## config.mk

```make
export PLATFORM = sky130hd
export DESIGN_NAME = fsc_cell
export DESIGN_NICKNAME = d
export VERILOG_FILES = /design/src/design/fsc_pkg.sv /design/src/design/fsc_cell.sv
export SDC_FILE = /design/constraint.sdc
export NUM_CORES = 2
export LEC_CHECK = 0
export BUFFER_PORTS_ARGS = -buffer_cell sky130_fd_sc_hd__buf_4
export CORE_UTILIZATION = 50
export CTS_CLUSTER_SIZE = 16
export DETAILED_ROUTE_END_ITERATION = 7
export GPL_ROUTABILITY_DRIVEN = 0
export MAX_ROUTING_LAYER = met4
export PLACE_DENSITY = 0.71
export SETUP_SLACK_MARGIN = 0.4
export SLEW_MARGIN = 15
export SYNTH_ARGS = -nofsm -noshare
export SYNTH_HDL_FRONTEND = slang
export SYNTH_SLANG_ARGS = --single-unit
```

## constraint.sdc

```tcl
create_clock -name clk -period 6.4 [get_ports clk]
set_input_delay 0.64 -clock clk [delete_from_list [all_inputs] [get_ports clk]]
set_output_delay 0.64 -clock clk [all_outputs]
set_load 0.02 [all_outputs]
```

## src/design/fsc_pkg.sv

```systemverilog
// Shared types and constants for the frustum sphere cull core.
// Used by fsc_cell and frustum_sphere_cull_core; depends on nothing else.
package fsc_pkg;

  localparam int NUM_PLANES_DEF = 6;
  localparam int COORD_W_DEF    = 16;

  // Only the six architected plane registers can be written.
  localparam int PLANE_REGS  = 6;
  localparam int CFG_INDEX_W = 3;
  localparam int CFG_DATA_W  = 64;

  localparam int FIELD_W  = 16;
  localparam int RADIUS_W = 15;

  // Q8.8 terms are lifted by this shift to line up with Q1.14 * Q8.8 products.
  localparam int FRAC_ALIGN = 14;

  localparam int NX_LSB = 0;
  localparam int NY_LSB = 16;
  localparam int NZ_LSB = 32;
  localparam int D_LSB  = 48;

  // Per-word flags carried down the cell chain.
  typedef struct packed {
    logic last;
    logic vis;
  } cull_tag_t;

endpackage

```

## src/design/fsc_cell.sv

```systemverilog
// One plane test cell: holds one plane register, multiplies in the first stage
// and accumulates and compares in the second. Depends on fsc_pkg.
module fsc_cell #(
  parameter int COORD_WIDTH = fsc_pkg::COORD_W_DEF
) (
  input  logic                              clk,
  input  logic                              rst_n,
  input  logic                              plane_we,
  input  logic [fsc_pkg::CFG_DATA_W-1:0]    plane_wdata,
  input  logic                              up_valid,
  output logic                              up_ready,
  input  logic signed [COORD_WIDTH-1:0]     up_cx,
  input  logic signed [COORD_WIDTH-1:0]     up_cy,
  input  logic signed [COORD_WIDTH-1:0]     up_cz,
  input  logic [fsc_pkg::RADIUS_W-1:0]      up_rad,
  input  fsc_pkg::cull_tag_t                up_tag,
  output logic                              dn_valid,
  input  logic                              dn_ready,
  output logic signed [COORD_WIDTH-1:0]     dn_cx,
  output logic signed [COORD_WIDTH-1:0]     dn_cy,
  output logic signed [COORD_WIDTH-1:0]     dn_cz,
  output logic [fsc_pkg::RADIUS_W-1:0]      dn_rad,
  output fsc_pkg::cull_tag_t                dn_tag
);
  import fsc_pkg::*;

  localparam int PROD_W = COORD_WIDTH + FIELD_W;
  localparam int MAX_W  = (COORD_WIDTH > FIELD_W) ? COORD_WIDTH : FIELD_W;
  localparam int SUM_W  = MAX_W + 18;

  logic [CFG_DATA_W-1:0]     plane_r, plane_nxt;
  logic signed [FIELD_W-1:0] nx, ny, nz, dofs;

  logic                          a_valid_r, a_valid_nxt;
  logic signed [PROD_W-1:0]      a_px_r, a_px_nxt, a_py_r, a_py_nxt, a_pz_r, a_pz_nxt;
  logic signed [COORD_WIDTH-1:0] a_cx_r, a_cx_nxt, a_cy_r, a_cy_nxt, a_cz_r, a_cz_nxt;
  logic [RADIUS_W-1:0]           a_rad_r, a_rad_nxt;
  cull_tag_t                     a_tag_r, a_tag_nxt;

  logic                          b_valid_r, b_valid_nxt;
  logic signed [COORD_WIDTH-1:0] b_cx_r, b_cx_nxt, b_cy_r, b_cy_nxt, b_cz_r, b_cz_nxt;
  logic [RADIUS_W-1:0]           b_rad_r, b_rad_nxt;
  cull_tag_t                     b_tag_r, b_tag_nxt;

  logic                    a_ready, b_ready;
  logic signed [SUM_W-1:0] dist_sum;

  assign nx   = plane_r[NX_LSB +: FIELD_W];
  assign ny   = plane_r[NY_LSB +: FIELD_W];
  assign nz   = plane_r[NZ_LSB +: FIELD_W];
  assign dofs = plane_r[D_LSB  +: FIELD_W];

  assign plane_nxt = plane_we ? plane_wdata : plane_r;

  // Each stage moves when it is empty or its successor takes its word.
  assign b_ready  = !b_valid_r || dn_ready;
  assign a_ready  = !a_valid_r || b_ready;
  assign up_ready = a_ready;

  always_comb begin
    a_valid_nxt = a_valid_r;
    a_px_nxt    = a_px_r;
    a_py_nxt    = a_py_r;
    a_pz_nxt    = a_pz_r;
    a_cx_nxt    = a_cx_r;
    a_cy_nxt    = a_cy_r;
    a_cz_nxt    = a_cz_r;
    a_rad_nxt   = a_rad_r;
    a_tag_nxt   = a_tag_r;
    if (a_ready) begin
      a_valid_nxt = up_valid;
      a_px_nxt    = nx * up_cx;
      a_py_nxt    = ny * up_cy;
      a_pz_nxt    = nz * up_cz;
      a_cx_nxt    = up_cx;
      a_cy_nxt    = up_cy;
      a_cz_nxt    = up_cz;
      a_rad_nxt   = up_rad;
      a_tag_nxt   = up_tag;
    end
  end

  // Distance plus radius; the sphere lies fully outside when this goes negative.
  assign dist_sum = SUM_W'(a_px_r) + SUM_W'(a_py_r) + SUM_W'(a_pz_r)
                  + (SUM_W'(dofs) <<< FRAC_ALIGN)
                  + (SUM_W'($signed({1'b0, a_rad_r})) <<< FRAC_ALIGN);

  always_comb begin
    b_valid_nxt = b_valid_r;
    b_cx_nxt    = b_cx_r;
    b_cy_nxt    = b_cy_r;
    b_cz_nxt    = b_cz_r;
    b_rad_nxt   = b_rad_r;
    b_tag_nxt   = b_tag_r;
    if (b_ready) begin
      b_valid_nxt    = a_valid_r;
      b_cx_nxt       = a_cx_r;
      b_cy_nxt       = a_cy_r;
      b_cz_nxt       = a_cz_r;
      b_rad_nxt      = a_rad_r;
      b_tag_nxt.last = a_tag_r.last;
      b_tag_nxt.vis  = a_tag_r.vis && !dist_sum[SUM_W-1];
    end
  end

  always_ff @(posedge clk) begin
    if (!rst_n) begin
      plane_r   <= '0;
      a_valid_r <= 1'b0;
      b_valid_r <= 1'b0;
    end else begin
      plane_r   <= plane_nxt;
      a_valid_r <= a_valid_nxt;
      b_valid_r <= b_valid_nxt;
    end
  end

  always_ff @(posedge clk) begin
    a_px_r  <= a_px_nxt;
    a_py_r  <= a_py_nxt;
    a_pz_r  <= a_pz_nxt;
    a_cx_r  <= a_cx_nxt;
    a_cy_r  <= a_cy_nxt;
    a_cz_r  <= a_cz_nxt;
    a_rad_r <= a_rad_nxt;
    a_tag_r <= a_tag_nxt;
    b_cx_r  <= b_cx_nxt;
    b_cy_r  <= b_cy_nxt;
    b_cz_r  <= b_cz_nxt;
    b_rad_r <= b_rad_nxt;
    b_tag_r <= b_tag_nxt;
  end

  assign dn_valid = b_valid_r;
  assign dn_cx    = b_cx_r;
  assign dn_cy    = b_cy_r;
  assign dn_cz    = b_cz_r;
  assign dn_rad   = b_rad_r;
  assign dn_tag   = b_tag_r;

`ifndef NO_ASSERTIONS
  // A word in the product stage must not be lost while the compare stage stalls.
  a_hold_on_stall: assert property (@(posedge clk) disable iff (!rst_n)
    (a_valid_r && !b_ready) |=> (a_valid_r && $stable(a_px_r) && $stable(a_tag_r)))
    else $error("product stage changed while stalled");

  // A sphere culled by an earlier plane stays culled.
  vis_never_returns: assert property (@(posedge clk) disable iff (!rst_n)
    (b_ready && a_valid_r && !a_tag_r.vis) |=> !b_tag_r.vis)
    else $error("visibility restored after cull");

  // An all-zero plane never culls.
  zero_plane_passes: assert property (@(posedge clk) disable iff (!rst_n)
    (plane_r == '0 && b_ready && a_valid_r) |=> (b_tag_r.vis == $past(a_tag_r.vis)))
    else $error("zero plane culled a sphere");

  // The batch end flag moves with its word.
  last_follows: assert property (@(posedge clk) disable iff (!rst_n)
    (b_ready && a_valid_r) |=> (b_valid_r && b_tag_r.last == $past(a_tag_r.last)))
    else $error("last flag lost between stages");
`endif

endmodule

```

==> metrics.txt <==
# TYPE chip_impl_metric gauge
chip_impl_info{name="synthTopCellsByArea",value="sky130_fd_sc_hd__fa_1 42%, sky130_fd_sc_hd__edfxtp_1 17%, sky130_fd_sc_hd__ha_1 9.3%"} 1
chip_impl_metric{name="post-route-drc-count",unit=""} 24
chip_impl_metric{name="synthesis.yosys.warnings",unit=""} 0
chip_impl_metric{name="dr.pass1.iters",unit=""} 7
chip_impl_metric{name="io-pin-count",unit=""} 201
chip_impl_metric{name="dpl.cell_count",unit=""} 5099
chip_impl_metric{name="grt_start_max_net_pins",unit=""} 131
chip_impl_metric{name="n_fill_cell",unit=""} 6797
chip_impl_info{name="status",value="finished, violations left"} 1
chip_impl_metric{name="wl",unit="um"} 94800
chip_impl_metric{name="drv_cap",unit=""} 0
chip_impl_metric{name="ff_latch_area",unit="um^2"} 8220
chip_impl_metric{name="synth_seq_cells",unit=""} 292
chip_impl_metric{name="final-setup-viol-count",unit=""} 0
chip_impl_metric{name="quantity_of_i_o_buffers_inserted_on_ports",unit=""} 200
chip_impl_metric{name="rows",unit=""} 104
chip_impl_metric{name="drv_slew",unit=""} 0
chip_impl_info{name="hold_start",value="up_rad[1]"} 1
chip_impl_info{name="ys.flop_type",value="sky130_fd_sc_hd__edfxtp_1"} 1
chip_impl_metric{name="cp_data_arrival_time",unit="ns"} 6.29
chip_impl_metric{name="maxSlewHeadroom",unit="%"} 25.4
chip_impl_metric{name="cts_max_level",unit=""} 2
chip_impl_metric{name="finish.cell_count_without_fillers",unit=""} 5182
chip_impl_info{name="cts_tree",value="done"} 1
chip_impl_metric{name="number_of_antenna_violations_at_the_first_check_in_global_routing",unit=""} 2
chip_impl_info{name="yosysTopAreaCell",value="sky130_fd_sc_hd__fa_1"} 1
chip_impl_info{name="reg2reg_from",value="plane_r[4]"} 1
chip_impl_info{name="synth.cells.most_frequent",value="856 x sky130_fd_sc_hd__inv_1, 851 x sky130_fd_sc_hd__fa_1, 396 x sky130_fd_sc_hd__nand2_1"} 1
chip_impl_metric{name="achievable-frequency",unit="GHz"} 0.168
chip_impl_metric{name="gr_util_all_layers",unit="%"} 24.7
chip_impl_metric{name="hold_violations",unit=""} 0
chip_impl_metric{name="tritoncts.num_buffers",unit=""} 38
chip_impl_metric{name="clk-insertion-delay-late",unit="ns"} 0.58
chip_impl_metric{name="syn-cell-area",unit="um^2"} 40900
chip_impl_metric{name="postSynth.asyncResetShare",unit="%"} 0
chip_impl_metric{name="fin_worst_skew",unit="ns"} 0.0185
chip_impl_metric{name="design.final.nets",unit=""} 5382
chip_impl_metric{name="hold_slack",unit="ns"} 0.241
chip_impl_metric{name="share_of_post_route_cells_with_drive_strength_above_1",unit="%"} 13.4
chip_impl_metric{name="drt_first_iter_violations",unit=""} 1716
chip_impl_metric{name="cts.sink_count",unit=""} 292
chip_impl_metric{name="synth_edf_count",unit=""} 226
chip_impl_metric{name="seq_area_frac_synth",unit="%"} 19.8
chip_impl_metric{name="dp.final_hpwl",unit="um"} 76600
chip_impl_info{name="hold_class",value="in2reg"} 1
chip_impl_metric{name="p_total",unit="mW"} 19.4
chip_impl_metric{name="grt.overflow.total",unit=""} 0
chip_impl_metric{name="cellLeakagePower",unit="nW"} 22.8
chip_impl_info{name="cp-end-kind",value="register"} 1
chip_impl_metric{name="timing.final.crit_share",unit="%"} 93.2
chip_impl_metric{name="crit_required",unit="ns"} 6.73
chip_impl_info{name="path_common_cell",value="sky130_fd_sc_hd__fa_1"} 1
chip_impl_metric{name="die_height",unit="um"} 288
chip_impl_metric{name="synthDistinctLibCells",unit=""} 64
chip_impl_metric{name="worst_slack",unit="ns"} 0.434
chip_impl_metric{name="routed-via-count",unit=""} 27100
chip_impl_info{name="failed_checks",value="design-rule violations"} 1
chip_impl_metric{name="die-width",unit="um"} 288
chip_impl_metric{name="multiInputGateArea",unit="um^2"} 29500
chip_impl_metric{name="cts.clk_slew.worst_paths",unit="ns"} 0.06
chip_impl_metric{name="cts.path.max_buffers",unit=""} 3
chip_impl_info{name="cts_root_buffer",value="sky130_fd_sc_hd__clkbuf_16"} 1
chip_impl_info{name="grt_setup_unrepaired",value="yes"} 1
chip_impl_metric{name="synthesis.area_per_instance",unit="um^2"} 10.7
chip_impl_metric{name="postLayoutCoreUtil",unit="%"} 57.5
chip_impl_metric{name="floorplan.initialDensity",unit="%"} 50.6
chip_impl_metric{name="powerDensity",unit="nW/um^2"} 418
chip_impl_metric{name="grt_pass1_wl",unit="um"} 154000
chip_impl_info{name="crit_path_cells",value="and2_1 > fa_1 > inv_1 > fa_1 > inv_1 > fa_1 > fa_1 > fa_1 > inv_1 > fa_1 > inv_2 > ha_4 > and3_4 > a221o_1 > a31o_4 > a2111oi_4 > o31ai_4 > a21o_1 > a211oi_2 > xnor2_1"} 1
chip_impl_metric{name="avgViaCountPerCell",unit=""} 5.23
chip_impl_metric{name="worst_path_largest_cell_delay",unit="ns"} 0.56
chip_impl_metric{name="post-synth-top-area-fraction",unit="%"} 41.7
chip_impl_metric{name="syn_inst",unit=""} 3826
chip_impl_metric{name="ir_worst_vdd",unit="mV"} 0.412
chip_impl_metric{name="crit_path_max_fanout",unit=""} 8
chip_impl_metric{name="final_ant_viol_nets",unit=""} 0
chip_impl_metric{name="flow.area_growth_from_synthesis",unit="%"} 13.5
chip_impl_metric{name="mappedNetlistNets",unit=""} 5114
chip_impl_info{name="critPathSlowestCell",value="sky130_fd_sc_hd__fa_1"} 1
chip_impl_metric{name="tightest_slew",unit="ns"} 1.12
chip_impl_info{name="critPathKind",value="reg2reg"} 1
chip_impl_metric{name="insertedDiodeCount",unit=""} 0
chip_impl_metric{name="worst_case_setup_slack_after_placement",unit="ns"} -0.0990
chip_impl_info{name="yosysMostFrequentCell",value="sky130_fd_sc_hd__inv_1"} 1
chip_impl_info{name="critPathLaunchType",value="register"} 1
chip_impl_metric{name="layout_min_cycle_time",unit="ns"} 5.97
chip_impl_metric{name="core_region_area",unit="um^2"} 80700
chip_impl_info{name="worst_setup_path_startpoint",value="plane_r[4]"} 1
chip_impl_metric{name="grt_pass1_vias",unit=""} 29000
chip_impl_metric{name="floorplan.die_area",unit="um^2"} 82900
chip_impl_metric{name="routed_wire_length_per_instance",unit="um"} 18.3
logic make-up (layout without fill, tap and decap cells):
kind of cell | after synthesis | count (layout) | share of synthesized area (%)
flops | 292 | 292 | 19.8
fa+ha+maj | 1154 | 1154 | 51.0
buf+inv | 973 | 1269 | 8.94
compound gates | 243 | 243 | 4.03
xor+xnor | 110 | 110 | 2.36
simple gates | 990 | 990 | 12.3
mux | 64 | 64 | 1.57
per-layer routing:
metal | part of all wire [%] | vias up | track usage, %
met4 | 3.4 | 0 | 7.79
met5 | 0 | - | -
met2 | 49 | 764 | 39.7
met3 | 5.4 | 166 | 2.72
li1 | - | 12200 | -
met1 | 42 | 14000 | 33.0
path summary, 6_finish.rpt:
check | endpoint | slack [ns] | depth (start not counted)
worst min-delay path | a_rad_r[1] | 0.24 | 1
worst min register to register | dn_cx[2] | 0.42 | 0
worst max register to register | a_px_r[29] | 0.43 | 20
worst max-delay path | a_px_r[29] | 0.43 | 20
sequential cells by signal, summed over array words and instances, names as in the netlist:
name,cells
a_tag_r,2
a_cz_r,16
a_px_r,32
a_py_r,32
a_cx_r,16
dn_rad,15
a_pz_r,32
a_rad_r,15
a_valid_r,1
plane_r,64
dn_tag,2
dn_cy,16
dn_cz,16
a_cy_r,16
dn_cx,16
dn_valid,1
report_power, final:
group	internal (mW)	switching (mW)
logic	6.19	7.58
clock network	1.45	0.913
registers	2.89	0.329
area by class of cell:
type,count,share of cell area [%]
inverters,856,6.94
clock buffers,46,2.25
well taps,1060,2.86
clock inverters,22,0.694
multi-input cells,2561,63.7
flip-flops and latches,292,17.7
repair buffers,345,5.87
worst max-delay path, delay by kind of cell, from the launching register on:
| kind | cells | cell delay (ns) |
|---|---|---|
| buffers and inverters | 4 | 0.21 |
| AND/OR/NAND/NOR | 2 | 0.34 |
| flip-flops | 1 | 0.38 |
| AO/OA/AOI/OAI | 6 | 1.46 |
| adder cells (fa/ha/maj) | 7 | 3.27 |
| XOR/XNOR | 1 | 0.09 |
cell usage in the layout (no fill, tap or decap), types with 5 or more instances in the layout:
master | synthesis | layout
sky130_fd_sc_hd__a211oi_1 | 9 | 8
sky130_fd_sc_hd__a21o_1 | 36 | 36
sky130_fd_sc_hd__a21oi_1 | 82 | 69
sky130_fd_sc_hd__a21oi_2 | 0 | 13
sky130_fd_sc_hd__and2_1 | 364 | 352
sky130_fd_sc_hd__and2_4 | 0 | 12
sky130_fd_sc_hd__and3_1 | 6 | 5
sky130_fd_sc_hd__buf_12 | 0 | 6
sky130_fd_sc_hd__buf_4 | 0 | 327
sky130_fd_sc_hd__buf_6 | 0 | 9
sky130_fd_sc_hd__bufinv_16 | 0 | 7
sky130_fd_sc_hd__clkbuf_16 | 0 | 39
sky130_fd_sc_hd__dfxtp_1 | 66 | 23
sky130_fd_sc_hd__dfxtp_2 | 0 | 19
sky130_fd_sc_hd__dfxtp_4 | 0 | 24
sky130_fd_sc_hd__edfxtp_1 | 226 | 226
sky130_fd_sc_hd__fa_1 | 851 | 841
sky130_fd_sc_hd__fa_2 | 0 | 10
sky130_fd_sc_hd__ha_1 | 303 | 288
sky130_fd_sc_hd__ha_2 | 0 | 6
sky130_fd_sc_hd__ha_4 | 0 | 9
sky130_fd_sc_hd__inv_1 | 856 | 844
sky130_fd_sc_hd__inv_2 | 0 | 10
sky130_fd_sc_hd__mux2i_1 | 64 | 64
sky130_fd_sc_hd__nand2_1 | 396 | 393
sky130_fd_sc_hd__nand2b_1 | 20 | 20
sky130_fd_sc_hd__nand3_1 | 14 | 13
sky130_fd_sc_hd__nand4_1 | 14 | 14
sky130_fd_sc_hd__nor2_1 | 65 | 64
sky130_fd_sc_hd__nor2b_1 | 70 | 70
sky130_fd_sc_hd__nor3_1 | 19 | 17
sky130_fd_sc_hd__o211ai_1 | 8 | 8
sky130_fd_sc_hd__o21a_1 | 11 | 11
sky130_fd_sc_hd__o21ai_0 | 25 | 23
sky130_fd_sc_hd__o21ai_1 | 10 | 10
sky130_fd_sc_hd__o21bai_1 | 15 | 14
sky130_fd_sc_hd__or3_1 | 5 | 5
sky130_fd_sc_hd__xnor2_1 | 86 | 85
sky130_fd_sc_hd__xor2_1 | 24 | 24
metrics by stage:
stage,area [um^2],TNS [ns]
2_1_floorplan,41100,0
3_3_place_gp,44400,-0.00711
3_5_place_dp,44400,-0.240
4_1_cts,45900,0
5_1_grt,46400,0
6_report,46400,0
what timing repair did:
action                                  in CTS  in global routing
resized for setup                           31                119
buffers inserted                             1                 14
endpoints found under the setup margin      17                 26
pin swaps                                    4                 38
hold buffers                                 0                  0
Power figures use the tool's default switching activity.
